--- src/design/hsvrgb_pkg.sv ---
// Shared types and constants for the integer HSV to RGB converter.
package hsvrgb_pkg;

  localparam int ChWidth  = 8;
  localparam int HueCodes = 1 << ChWidth;
  localparam int DegFull   = 360;
  localparam int DegSector = 60;
  localparam int DegWrap   = 65536;
  localparam int RemScale  = 4;
  localparam int RemWrap   = 256;
  localparam logic [ChWidth-1:0] CH_MAX = 8'd255;

  typedef logic [ChWidth-1:0] chan_t;

  // Hue sectors of the color wheel, in the order of the six-way select
  typedef enum logic [2:0] {
    SEC_RED_YEL,
    SEC_YEL_GRN,
    SEC_GRN_CYN,
    SEC_CYN_BLU,
    SEC_BLU_MAG,
    SEC_MAG_RED
  } sector_t;

endpackage

--- src/design/hsv_to_rgb_integer.sv ---
// Pipelined 8-bit integer HSV to RGB converter.
//
// Accepts one transaction per clock: start with hue_in, sat_in and value_in is
// taken at every edge, since busy is held low. Each result appears on red_out,
// green_out and blue_out for exactly one cycle with done high. The receiver
// cannot stall the pipe, and none is needed: nothing inside waits on the
// output. Four register stages make up the pipe: a hue table lookup (built
// at elaboration from HUE_MAX), the saturation products, the value products,
// and the channel select. Zero saturation gives grey with every channel equal
// to value_in. No state besides the pipeline registers; reset clears only the
// valid bits.
module hsv_to_rgb_integer
  import hsvrgb_pkg::*;
#(
  parameter int HUE_MAX = 254
) (
  input  logic       clk,
  input  logic       rst,
  input  logic       start,
  output logic       busy,
  input  logic [7:0] hue_in,
  input  logic [7:0] sat_in,
  input  logic [7:0] value_in,
  output logic       done,
  output logic [7:0] red_out,
  output logic [7:0] green_out,
  output logic [7:0] blue_out
);

  // Hue tables: sector and in-sector remainder for every hue code
  sector_t sec_lut [HueCodes];
  chan_t   rem_lut [HueCodes];

  for (genvar i = 0; i < HueCodes; i++) begin : g_hue_lut
    localparam int Deg = ((i * DegFull) / HUE_MAX) % DegWrap;
    localparam int Sec = (Deg < DegFull) ? (Deg / DegSector) : 0;
    localparam int Rem = ((Deg - Sec * DegSector) * RemScale) % RemWrap;
    assign sec_lut[i] = sector_t'(3'(Sec));
    assign rem_lut[i] = chan_t'(Rem);
  end

  // Pipeline valid bits
  logic v1, v2, v3, v4;

  // Stage 1: table lookup
  sector_t s1_sec;
  chan_t   s1_rem, s1_sat, s1_val;
  logic    s1_grey;

  // Stage 2: saturation terms, as multipliers of value
  sector_t s2_sec;
  chan_t   s2_mp, s2_mq, s2_mt, s2_val;
  logic    s2_grey;

  // Stage 3: p, q, t
  sector_t s3_sec;
  chan_t   s3_p, s3_q, s3_t, s3_val;
  logic    s3_grey;

  // Stage 4: output registers
  chan_t red, green, blue;

  logic [15:0] sq_prod, st_prod;
  logic [15:0] p_prod, q_prod, t_prod;
  chan_t       rem_inv;
  chan_t       red_next, green_next, blue_next;

  assign rem_inv = CH_MAX - s1_rem;
  assign sq_prod = 16'(s1_sat) * 16'(s1_rem);
  assign st_prod = 16'(s1_sat) * 16'(rem_inv);

  assign p_prod = 16'(s2_val) * 16'(s2_mp);
  assign q_prod = 16'(s2_val) * 16'(s2_mq);
  assign t_prod = 16'(s2_val) * 16'(s2_mt);

  // Route value, p, q and t to the channels by sector; grey forces all to value
  always_comb begin
    case (s3_sec)
      SEC_RED_YEL: begin
        red_next = s3_val; green_next = s3_t;   blue_next = s3_p;
      end
      SEC_YEL_GRN: begin
        red_next = s3_q;   green_next = s3_val; blue_next = s3_p;
      end
      SEC_GRN_CYN: begin
        red_next = s3_p;   green_next = s3_val; blue_next = s3_t;
      end
      SEC_CYN_BLU: begin
        red_next = s3_p;   green_next = s3_q;   blue_next = s3_val;
      end
      SEC_BLU_MAG: begin
        red_next = s3_t;   green_next = s3_p;   blue_next = s3_val;
      end
      default: begin
        red_next = s3_val; green_next = s3_p;   blue_next = s3_q;
      end
    endcase
    if (s3_grey) begin
      red_next   = s3_val;
      green_next = s3_val;
      blue_next  = s3_val;
    end
  end

  // Advance valid bits
  always_ff @(posedge clk) begin
    if (rst) begin
      v1 <= 1'b0;
      v2 <= 1'b0;
      v3 <= 1'b0;
      v4 <= 1'b0;
    end else begin
      v1 <= start & ~busy;
      v2 <= v1;
      v3 <= v2;
      v4 <= v3;
    end
  end

  // Advance payload
  always_ff @(posedge clk) begin
    s1_sec  <= sec_lut[hue_in];
    s1_rem  <= rem_lut[hue_in];
    s1_sat  <= sat_in;
    s1_val  <= value_in;
    s1_grey <= (sat_in == '0);

    s2_sec  <= s1_sec;
    s2_mp   <= CH_MAX - s1_sat;
    s2_mq   <= CH_MAX - sq_prod[15:8];
    s2_mt   <= CH_MAX - st_prod[15:8];
    s2_val  <= s1_val;
    s2_grey <= s1_grey;

    s3_sec  <= s2_sec;
    s3_p    <= p_prod[15:8];
    s3_q    <= q_prod[15:8];
    s3_t    <= t_prod[15:8];
    s3_val  <= s2_val;
    s3_grey <= s2_grey;

    red   <= red_next;
    green <= green_next;
    blue  <= blue_next;
  end

  assign busy      = 1'b0;
  assign done      = v4;
  assign red_out   = red;
  assign green_out = green;
  assign blue_out  = blue;

endmodule
--- config.mk ---
export PLATFORM = sky130hd
export DESIGN_NAME = hsv_to_rgb_integer
export DESIGN_NICKNAME = d
export VERILOG_FILES = /design/src/design/hsvrgb_pkg.sv /design/src/design/hsv_to_rgb_integer.sv
export SDC_FILE = /design/constraint.sdc
export NUM_CORES = 1
export LEC_CHECK = 0
export ABC_AREA = 1
export BUFFER_PORTS_ARGS = -buffer_cell sky130_fd_sc_hd__buf_2
export CAP_MARGIN = 10
export CORE_MARGIN = 2
export CORE_UTILIZATION = 44
export DETAILED_ROUTE_END_ITERATION = 16
export HOLD_SLACK_MARGIN = 0.12
export PLACE_DENSITY_LB_ADDON = 0.08
export SLEW_MARGIN = 20
export SYNTH_ARGS = -nofsm -noshare
export SYNTH_HDL_FRONTEND = slang
export SYNTH_SLANG_ARGS = --single-unit
--- constraint.sdc ---
create_clock -name clk -period 8.3 [get_ports clk]
set_input_delay 0.83 -clock clk [delete_from_list [all_inputs] [get_ports clk]]
set_output_delay 0.83 -clock clk [all_outputs]
set_load 0.02 [all_outputs]
==> results of run 1 <==
routing by layer:
metal  wire, um  vias up  GRT usage
met3       1400       38     0.0303
li1           -     6461          -
met1      17100     5929      0.283
met2      16900      263      0.371
met5         10        -          0
met4        685        2     0.0596
synth_stat cells (2+ instances only):
| cell type | number |
|---|---|
| nand2_1 | 581 |
| inv_1 | 500 |
| ha_1 | 167 |
| fa_1 | 164 |
| dfxtp_1 | 126 |
| nor2_1 | 120 |
| nand3_1 | 93 |
| a21oi_1 | 90 |
| o21ai_0 | 65 |
| clkbuf_1 | 34 |
| nor3_1 | 16 |
| o22ai_1 | 15 |
| buf_2 | 14 |
| nand4_1 | 14 |
| buf_4 | 12 |
| nand3b_1 | 11 |
| nand2_2 | 10 |
| xor2_1 | 10 |
| a21o_1 | 9 |
| xnor2_1 | 9 |
| o21ai_1 | 8 |
| o211ai_1 | 7 |
| a211oi_1 | 6 |
| o21bai_1 | 6 |
| buf_6 | 5 |
| clkbuf_2 | 5 |
| inv_2 | 4 |
| nor2_2 | 4 |
| o21a_1 | 4 |
| o221ai_1 | 4 |
| nor2_4 | 3 |
| a31oi_1 | 2 |
| and2_1 | 2 |
| inv_4 | 2 |
| nand3_2 | 2 |
| nor3b_1 | 2 |
| nor4_1 | 2 |
| or2_2 | 2 |
critical path: stages, from the launching register on:
cell	delay, ns
dfxtp_1	1.05
nand2_1	0.21
fa_1	0.54
fa_1	0.50
inv_1	0.05
fa_1	0.49
fa_1	0.41
ha_1	0.32
a21oi_1	0.29
o21ai_0	0.12
inv_1	0.10
nor2_1	0.05
nor2_1	0.12
nand2_1	0.07
nand2_1	0.05
nand2_1	0.04
worst paths after layout:
path / start / depth (start not counted) / end / slack (ns)
worst max register to register: s2_val[2] / 15 / s3_q[6] / 3.78
worst max-delay path: s2_val[2] / 15 / s3_q[6] / 3.78
worst min-delay path: s1_val[5] / 0 / s2_val[5] / 0.33
worst min register to register: s1_val[5] / 0 / s2_val[5] / 0.33
registers in the layout, summed over array words and instances, names as in the netlist, 3 cells and up:
signal,cells
green_out,8
s3_p,8
blue_out,8
s2_mp,8
s1_sat,8
s3_q,8
s3_sec,3
s2_mt,8
s2_sec,3
s1_rem,6
s1_val,8
s3_val,8
s3_t,8
red_out,8
s2_val,8
s1_sec,3
s2_mq,8
stage by stage:
| stage | area (sq um) | util | setup WS [ns] | hold WS, ns |
|---|---|---|---|---|
| 6_report | 16200 | 0.480 | 3.78 | 0.325 |
| 5_1_grt | 16200 | 0.480 | 3.42 | 0.329 |
| 4_1_cts | 16200 | 0.480 | 3.79 | 0.324 |
| 3_5_place_dp | 15600 | 0.463 | 3.80 | 0.312 |
| 3_3_place_gp | 15600 | 0.463 | 3.85 | 0.312 |
| 2_1_floorplan | 15100 | - | 4.35 | 0.310 |
cell families (layout without fill, tap and decap cells):
family	Yosys count	in the layout	synth area share
xor gates and xnor gates	19	19	0.0110
other	1	1	0.000248
and+or+nand+nor	864	864	0.236
DFF	126	126	0.167
adders and majority gates	331	331	0.355
buffers and inverters	578	593	0.151
AOI/OAI and AO/OA	219	219	0.0809
area by class of cell:
| type | count | area, sq um | area share |
|---|---|---|---|
| Multi-Input combinational cell | 1434 | 10300 | 0.639 |
| Sequential cell | 126 | 2520 | 0.156 |
| Inverter | 507 | 1910 | 0.118 |
| Tap cell | 448 | 561 | 0.0346 |
| Clock buffer | 17 | 425 | 0.0263 |
| Timing Repair Buffer | 54 | 278 | 0.0172 |
| Clock inverter | 15 | 141 | 0.00874 |
==> impl_metrics.env, run 1 <==
export IMPL_critical_path_max_fanout=25
export IMPL_required_ns=8.63
export IMPL_area_growth_syn_to_layout_pct=6.81
export IMPL_arrival_ns=4.86
export IMPL_dpl_hpwl_mm=29.0
export IMPL_worst_skew_pair_late_latency_ns=0.44
export IMPL_ant_nets=0
export IMPL_post_drt_via_cell_ratio=4.88
export IMPL_synth_ff_latch_count=126
export IMPL_via_count=12693
export IMPL_first_iter_violations=612
export IMPL_fraction_of_synthesized_cell_area_taken_by_the_top_area_cell_type=0.217
export IMPL_holdBufCountCts=0
export IMPL_grtUsageTotal=0.215
export IMPL_clockRootBuffer="clkbuf_16"
export IMPL_drtPass1Iterations=5
export IMPL_yosysWarnings=0
export IMPL_timing_max_transition_violations_final=0
export IMPL_mostFrequentLayoutCells="nand2_1, inv_1, ha_1, fa_1, dfxtp_1"
export IMPL_maximum_level_of_the_cts_h_tree=4
export IMPL_seq_area_frac_synth=0.167
export IMPL_fp_coreArea_sq_mm=0.0337
export IMPL_yosys_cell_types_count=46
export IMPL_avgRoutedWirePerCell_um=13.9
export IMPL_vias_in_the_first_global_route=12981
export IMPL_ctsLongestPathBuffers=2
export IMPL_numClockSinks=126
export IMPL_run_status="completed"
export IMPL_grt_overflow=0
export IMPL_nNetsFinal=2498
export IMPL_clk_pin_slew_worst_paths_ns=0.06
export IMPL_setup_violations=0
export IMPL_first_pass_grt_wire_length_mm=62.7
export IMPL_finalWorstPathRequiredPeriod_ns=4.52
export IMPL_synth_enable_flop_cells=0
export IMPL_buffer_ports_inserted=51
export IMPL_grt_max_degree=31
export IMPL_placedCellCount=2569
export IMPL_timing_max_slew_rel_slack=0.267
export IMPL_finalSetupTns_ns=0
export IMPL_cts_resized=0
export IMPL_postSynthCellCount=2138
export IMPL_grt_antenna_before_repair=1
export IMPL_most_common_cell_after_layout_fill_and_taps_aside="nand2_1"
export IMPL_fmax_ghz=0.221
export IMPL_initial_core_utilization=0.450
export IMPL_remaining_drc_errors=0
export IMPL_post_route_period_util=0.545
export IMPL_asyncSetResetFlopFracSynth=0
export IMPL_postSynth_topFlopCell="dfxtp_1"
export IMPL_placementRows=67
export IMPL_timing_worst_setup_path_type="flop to flop"
export IMPL_fin_cells=2601
export IMPL_cts_repair_timing_setup_buffer_count=0
export IMPL_route_final_wire_length_mm=36.1
export IMPL_syn_nets=2496
export IMPL_cap_violations=0
export IMPL_cp_end_kind="flop"
export IMPL_tritoncts_num_buffers=17
export IMPL_die_area_sq_mm=0.0359
export IMPL_fp_dieH_um=190
export IMPL_synth_top_area_cell="fa_1"
export IMPL_timing_hold_worst_class="flop to flop"
export IMPL_io_pin_count=53
export IMPL_worstMarginPinSlew_ns=1.10
export IMPL_synth_top_cells_by_area="fa_1, dfxtp_1, nand2_1"
export IMPL_tritoncts="done"
export IMPL_synth_area_per_cell_sq_um=7.09
export IMPL_worst_setup_path_start_kind="flop"
export IMPL_timing_clock_skew_ns=0.00972
export IMPL_number_of_failing_hold_endpoints_at_the_final_stage=0
export IMPL_grt_setup_unrepaired="no"
export IMPL_syn_area_sq_mm=0.0151
export IMPL_fp_dieW_um=190
export IMPL_proportion_of_layout_cells_with_a_drive_suffix_above_1=0.0543
export IMPL_finalWeightedCongestion=0.879
export IMPL_insertedDiodeCount=0
export IMPL_final_fill_count=3502
Power of run 1 is left out: the tool's default activity adds up to more than one toggle a clock period on the data nets, which glitch-free logic cannot reach.
==> run 2: changes to the inputs <==
==> constraint.sdc (replaced) <==
create_clock -name clk -period 4.5 [get_ports clk]
set_input_delay 0.45 -clock clk [delete_from_list [all_inputs] [get_ports clk]]
set_output_delay 0.45 -clock clk [all_outputs]
set_load 0.02 [all_outputs]
==> impl_metrics.env, run 2 (synthesized netlist as in run 1, its figures left out) <==
export IMPL_run_status="completed"
export IMPL_worstPathBufferInverterCount=3
export IMPL_post_drt_via_cell_ratio=4.86
export IMPL_proportion_of_layout_cells_with_a_drive_suffix_above_1=0.0661
export IMPL_globalRoute_busiestLayer="met2"
export IMPL_ff2ff_setup_slack_ns=0.29
export IMPL_initial_core_utilization=0.450
export IMPL_crit_path_cell_trace="buf_4, nand2_1, fa_1, fa_1, fa_1, fa_1, inv_1, ha_1, a21oi_1, o21ai_0, inv_1, nor2_1, nor2_1, nand2_1, nand2_1, nand2_1"
export IMPL_required_ns=4.83
export IMPL_fp_coreArea_sq_mm=0.0337
export IMPL_placementRows=67
export IMPL_timing_hold_worst_class="input pin to flop"
export IMPL_timing_worst_setup_path_type="flop to flop"
export IMPL_worst_r2r_cell_count=16
export IMPL_finalWeightedCongestion=0.907
export IMPL_multi_input_comb_area_sq_mm=0.0103
export IMPL_number_of_failing_hold_endpoints_at_the_final_stage=0
export IMPL_area_growth_syn_to_layout_pct=9.85
export IMPL_finalWorstPathRequiredPeriod_ns=4.21
export IMPL_io_pin_count=53
export IMPL_buffer_ports_inserted=51
export IMPL_post_route_period_util=0.936
export IMPL_remaining_drc_errors=0
export IMPL_dpl_hpwl_mm=30.3
export IMPL_final_fill_count=3509
export IMPL_first_iter_violations=739
export IMPL_die_area_sq_mm=0.0359
export IMPL_avgRoutedWirePerCell_um=14.1
export IMPL_grt_overflow=0
export IMPL_grt_max_degree=31
export IMPL_timing_clock_skew_ns=0.00822
export IMPL_nNetsFinal=2538
export IMPL_cp_num_cells=16
export IMPL_clk_pin_slew_worst_paths_ns=0.06
export IMPL_max_stage_delay_ns=0.60
export IMPL_via_count=12824
export IMPL_maximum_level_of_the_cts_h_tree=4
export IMPL_route_final_wire_length_mm=37.2
export IMPL_register_area_sq_mm=0.00252
export IMPL_vias_in_the_first_global_route=13078
export IMPL_cap_violations=0
export IMPL_cts_repair_timing_setup_buffer_count=0
export IMPL_worst_setup_path_start_kind="flop"
export IMPL_clockRootBuffer="clkbuf_16"
export IMPL_drtPass1Iterations=5
export IMPL_worst_r2r_endpoint="s3_q[6]"
export IMPL_start_point_of_the_critical_path="s2_val[4]"
export IMPL_finalSetupTns_ns=0
export IMPL_worst_skew_pair_late_latency_ns=0.43
export IMPL_setup_violations=0
export IMPL_global_route_usage_met1=0.298
export IMPL_fmax_ghz=0.237
export IMPL_ctsLongestPathBuffers=2
export IMPL_tritoncts="done"
export IMPL_regToRegStartpoint="s2_val[4]"
export IMPL_holdPathStages=1
export IMPL_grt_antenna_before_repair=0
export IMPL_timing_max_slew_rel_slack=0.498
export IMPL_critical_path_max_fanout=11
export IMPL_ant_nets=0
export IMPL_insertedDiodeCount=0
export IMPL_timing_max_transition_violations_final=0
export IMPL_mostFrequentLayoutCells="nand2_1, inv_1, ha_1, fa_1, dfxtp_1"
export IMPL_grt_met2_usage=0.364
export IMPL_first_pass_grt_wire_length_mm=63.7
export IMPL_worstMarginPinSlew_ns=0.750
export IMPL_critical_path_endpoint="s3_q[6]"
export IMPL_crit_family="adder cells"
export IMPL_timing_critical_path_slowest_stage_cell="dfxtp_1"
export IMPL_cp_end_kind="flop"
export IMPL_numClockSinks=126
export IMPL_grtUsageTotal=0.220
export IMPL_most_common_cell_after_layout_fill_and_taps_aside="nand2_1"
export IMPL_arrival_ns=4.54
export IMPL_grt_setup_unrepaired="no"
export IMPL_fp_dieH_um=190
export IMPL_groute_layer_met3_usage=0.0284
export IMPL_tritoncts_num_buffers=17
export IMPL_fp_dieW_um=190
==> run 2: routing by layer <==
| layer | wire length, um | share of wire |
|---|---|---|
| met5 | 0 | 0 |
| met4 | 858 | 0.023 |
| met3 | 1430 | 0.038 |
| met2 | 16900 | 0.45 |
| met1 | 18100 | 0.49 |
==> run 2: layout make-up <==
cell class	instances	area share
clock buffers	19	0.0272
inverters	507	0.115
repair buffers	94	0.0383
well taps	448	0.0337
multi-input cells	1434	0.622
flip-flops and latches	126	0.152
clock inverters	13	0.0127
==> run 2: worst min path at each step <==
stage,from,end
after floorplan,s1_grey,s2_grey
after global placement,s1_val[6],s2_val[6]
after detailed placement,s1_val[0],s2_val[0]
after CTS,value_in[5],s1_val[5]
after global routing,value_in[5],s1_val[5]
final,value_in[5],s1_val[5]
==> run 2: what timing repair did <==
item / in CTS / in global routing
endpoints found under the setup margin: 0 / 2
resized for setup: 0 / 2
hold buffers: 14 / 0
endpoints found under the hold margin: 14 / 0
==> run 2: worst reg2reg max path, cell delays in order (launching register included) <==
cell	delay [ns]
dfxtp_1	0.60
buf_4	0.21
nand2_1	0.07
fa_1	0.59
fa_1	0.44
fa_1	0.47
fa_1	0.49
inv_1	0.04
ha_1	0.35
a21oi_1	0.28
o21ai_0	0.14
inv_1	0.11
nor2_1	0.05
nor2_1	0.13
nand2_1	0.07
nand2_1	0.05
nand2_1	0.04
==> run 2: metrics by stage <==
step	instance area (sq um)	util	hold slack (ns)	setup WS [ns]	cells
after floorplan	15100	-	0.310	0.555	2138
after CTS	16600	0.494	0.142	0.225	2641
after detailed placement	15800	0.470	0.313	0.242	2595
after global routing	16600	0.494	0.147	0.000804	2641
final	16600	0.494	0.161	0.286	2641
after global placement	15800	0.470	0.310	0.303	2595
Power of run 2 is left out for the same reason.
